<file path="config.mk">
export PLATFORM = sky130hd
export DESIGN_NAME = ppp_queue
export DESIGN_NICKNAME = d
export VERILOG_FILES = /design/src/rtl/ppp_pkg.sv /design/src/rtl/ppp_queue.sv
export SDC_FILE = /design/constraint.sdc
export NUM_CORES = 1
export LEC_CHECK = 0
export BUFFER_PORTS_ARGS = -buffer_cell sky130_fd_sc_hd__buf_2
export CORE_ASPECT_RATIO = 1.25
export CORE_MARGIN = 4
export CORE_UTILIZATION = 50
export DETAILED_ROUTE_END_ITERATION = 8
export MAX_ROUTING_LAYER = met4
export PLACE_DENSITY = 0.71
export SLEW_MARGIN = 25
export SYNTH_ARGS = -nofsm -noshare
export SYNTH_HDL_FRONTEND = slang
export SYNTH_SLANG_ARGS = --single-unit
export TNS_END_PERCENT = 5
</file>
<file path="constraint.sdc">
create_clock -name clk -period 5.4 [get_ports clk]
set_clock_uncertainty 0.05 [all_clocks]
set_input_delay 0.27 -clock clk [delete_from_list [all_inputs] [get_ports clk]]
set_output_delay 0.27 -clock clk [all_outputs]
set_load 0.01 [all_outputs]
</file>
<file path="src/rtl/ppp_pkg.sv">
package ppp_pkg;

  localparam int PIXEL_BITS_DEF = 12;
  localparam int CAM_W          = 24;
  localparam int COEF_W         = 16;
  localparam int FOCAL_W        = 20;
  localparam int PP_W           = 16;
  localparam int NUM_W          = 46;   // focal*cam + pp*z, signed
  localparam int NMAG_W         = 45;   // magnitude of the numerator
  localparam int DEN_W          = 28;   // |z| * 16
  localparam int QUEUE_DEPTH    = 4;
  localparam int CFG_DATA_W     = 64;
  localparam int CFG_IDX_W      = 3;
  localparam int RESET_WIDTH    = 640;
  localparam int RESET_HEIGHT   = 480;

  typedef enum logic [CFG_IDX_W-1:0] {
    REG_ROW0,
    REG_ROW1,
    REG_ROW2,
    REG_FOCAL_X,
    REG_FOCAL_Y,
    REG_PP,
    REG_WIDTH,
    REG_HEIGHT
  } reg_idx_t;

  typedef struct packed {
    logic [2:0][CFG_DATA_W-1:0] row;
    logic [FOCAL_W-1:0]         fx;
    logic [FOCAL_W-1:0]         fy;
    logic [2*PP_W-1:0]          pp;
  } cfg_t;

  // x in the lowest bits
  typedef struct packed {
    logic [CAM_W-1:0] z;
    logic [CAM_W-1:0] y;
    logic [CAM_W-1:0] x;
  } cam_t;

endpackage

</file>
<file path="src/rtl/ppp_queue.sv">
module ppp_queue (
  input  logic          clk,
  input  logic          rst_n,
  input  logic          wr,
  input  ppp_pkg::cam_t wdata,
  output logic          full,
  input  logic          rd,
  output logic          nonempty,
  output ppp_pkg::cam_t rdata
);
  import ppp_pkg::*;

  localparam int AW = $clog2(QUEUE_DEPTH);

  cam_t          mem [QUEUE_DEPTH];
  logic [AW-1:0] wp_r, rp_r;
  logic [AW:0]   cnt_r;
  logic          do_wr, do_rd;

  assign full     = cnt_r == (AW+1)'(QUEUE_DEPTH);
  assign nonempty = cnt_r != '0;
  assign do_wr    = wr && !full;
  assign do_rd    = rd && nonempty;
  assign rdata    = mem[rp_r];

  always_ff @(posedge clk) begin
    if (do_wr) begin
      mem[wp_r] <= wdata;
    end
  end

  always_ff @(posedge clk) begin
    if (!rst_n) begin
      wp_r  <= '0;
      rp_r  <= '0;
      cnt_r <= '0;
    end else begin
      if (do_wr) begin
        wp_r <= wp_r + AW'(1);
      end
      if (do_rd) begin
        rp_r <= rp_r + AW'(1);
      end
      cnt_r <= cnt_r + (AW+1)'(do_wr) - (AW+1)'(do_rd);
    end
  end

endmodule

</file>
==> impl_results.md <==
* Status: complete, no violations
* Clock network power share at roughly a third
* #FFs+latches synth at between 200 and 300
* Layout Cells excl Fill at ~970
* Pint at 4610 uW
* Synth Instances at roughly 420
* Top-area cell type share of the netlist area at around four fifths
* Top post-synthesis cells by area: edfxtp_1 79%, mux4_2 14%, dfxtp_1 1.6%
* First-pass GRT wire length at around 32 mm
* Die area at 24300 um2
* Sequential-to-total area share from yosys stat at between 80% and 90%
* Count leader, synth: edfxtp_1
* CP required at between 5 and 6 ns
* Clock Tree Root: clkbuf_16
* Fill count at 1420
* Net switching power figure at roughly 1500 uW
* Final Hold Vio Count at 0
* Layout cells sized above 1 at ~40%
* Total CTS buffers at 28
* Initial antenna violation count at 2
* CTS clk-pin slew, worst paths at ~0.06 ns
* Setup Viol. Count Final at 0
* Synth Flop Type: edfxtp_1
* Vias at between 5000 and 6000
* Initial DRC count at 238
* Core area at about 22000 um2
* Setup TNS at 0 ns
* IO Port Bufs at 149
* Initial DRT Pass Iterations at 4
* Overflow after GRT at 0
* Placed Cells at 839
* Worst slew pin tran at around 0.86 ns
* Crit-path max FO at 43
* H-tree depth at 1
* CP arrival at 2.88 ns
* Synth cell count leaders: 288 x edfxtp_1, 70 x mux4_2, 9 x dfxtp_1
* Chip height at 173 um
* Largest net degree at the start of global routing at between 70 and 80
* Peak VDD IR at between 300 and 400 uV
* Sink Count at ~300
* Hold Path Class: input port to flop
* DR DRC count at 0
* Setup crit end kind: primary output
* Area delta synth->final at 24.7%
* Die W at ~140 um
* Final weighted congestion of routability-driven global placement at around 0.70
* Final antenna-violating net count at 0
* RSZ-0062 raised after global routing: no
* PwrDens at approximately 450 nW/um2
* Nets at ~750
* Post-synth EDFFs at 288
* Vias/cell at about 5.3
* Post-synthesis area per instance at 25.8 um2
* Critical Path Source Type: flop
* Mapped Area at about 11000 um2
* CTS tree: yes
* Synth Net Count at 507
* Vias in the first global route at ~5700
* Clk_lat worst skew at ~0.52 ns
* Sw frac at approximately 25%
* Slew margin rel. at between 40% and 50%
* Final Max Tran Viols at 0
* Min cycle time layout at around 3.2 ns
* Ys Warns at 0
* Max-cap violations at 0
* Drt total wl at 20.1 mm
* Dpl hpwl at between 10 and 15 mm
* Synth area leader: edfxtp_1
* Library cells used by synthesis at 20
* Combinational share of power at between 20% and 30%
* # resized after CTS at 0
* I/O pin total at 150
* Flop pwr share at between 40% and 50%
* Lkg Pwr at roughly 0.0047 uW
* Crit path kind: flop to primary output
* DR WL/cell at ~21 um
* Gr usage total at between 15 and 20%
* Initial Util at 50.8%
* Max Fclk at ~310 MHz
* Final period util at between 50% and 60%
* Fraction of registers with async set or reset after synthesis at 0%
* CTS Buffer Depth at 3
* Rows at 60
[cell usage in the layout, fill, tap and decap left out, types with 5 or more instances in the layout]
| master | n |
|---|---|
| clkbuf_16 | 29 |
| inv_1 | 5 |
| dfxtp_1 | 7 |
| clkinv_2 | 8 |
| mux4_2 | 70 |
| ha_1 | 6 |
| edfxtp_1 | 288 |
| dlygate4sd3_1 | 73 |
| buf_2 | 149 |
[layout make-up]
type                    count  area, um2  area share [%]
repair buffers            228       1600            11.7
multi-input cells         104       1910            14.0
well taps                 279        349            2.56
inverters                   5       18.8           0.137
clock inverters            18        193            1.41
flip-flops and latches    297       8840            64.7
diodes                      2       5.00          0.0367
clock buffers              33        741            5.43
[kinds of logic after synthesis]
family                   synth area share, %
adder cells (fa/ha/maj)                0.869
AND/OR/NAND/NOR                        0.937
flip-flops                              80.7
multiplexers                            15.1
buffers and inverters                   1.99
XOR/XNOR                               0.320
AO/OA/AOI/OAI                          0.160
[what timing repair did]
action                                 4_1_cts  5_1_grt
endpoints found under the hold margin      293        0
hold buffers                                73        0
setup buffers                                0        0
[critical path, cell delays in order, from the launching register on]
cell	delay (ns)
dfxtp_4	0.91
buf_4	0.66
mux4_2	0.60
buf_2	0.16
[state kept, by name, indices dropped and copies added, names as in the netlist, named ones only]
signal,count
rp_r,2
mem,288
cnt_r,3
wp_r,2
[worst paths after layout]
path	slack, ns	cells after the start	from	to
worst max-delay path	2.20	3	flop	rdata[33]
worst min-delay path	0.17	4	rd	flop
worst max register to register	2.70	11	cnt_r[1]	cnt_r[2]
worst min register to register	0.45	2	wp_r[1]	wp_r[1]
[per-layer routing]
metal  vias to the layer above  track usage [%]  wire length [um]
met4                         0             4.68               455
met5                         -                -                 0
met1                      2681             21.0              7570
met3                        37             2.92              1100
li1                       2288                -                 -
met2                       157             29.7             11000
[power groups by stage]
stage,clock (uW),sequential [uW],combinational [uW]
6_report,1960,2950,1250
5_1_grt,2110,2990,1350
4_1_cts,2010,2980,1260
3_5_place_dp,0,3030,1210
3_3_place_gp,0,3020,1160
2_1_floorplan,0,2900,939
[stage by stage]
stage	hold WS, ns	cell area, um2	power [uW]	worst slack, ns	util, %
2_1_floorplan	0.319	10900	3840	2.41	-
3_3_place_gp	0.427	11900	4180	2.61	55.1
4_1_cts	0.143	13600	6250	2.01	63.2
6_report	0.170	13700	6160	2.20	63.4
5_1_grt	0.176	13700	6450	1.87	63.4
3_5_place_dp	0.437	12000	4240	2.58	55.5
(Power assumes the default switching activity.)
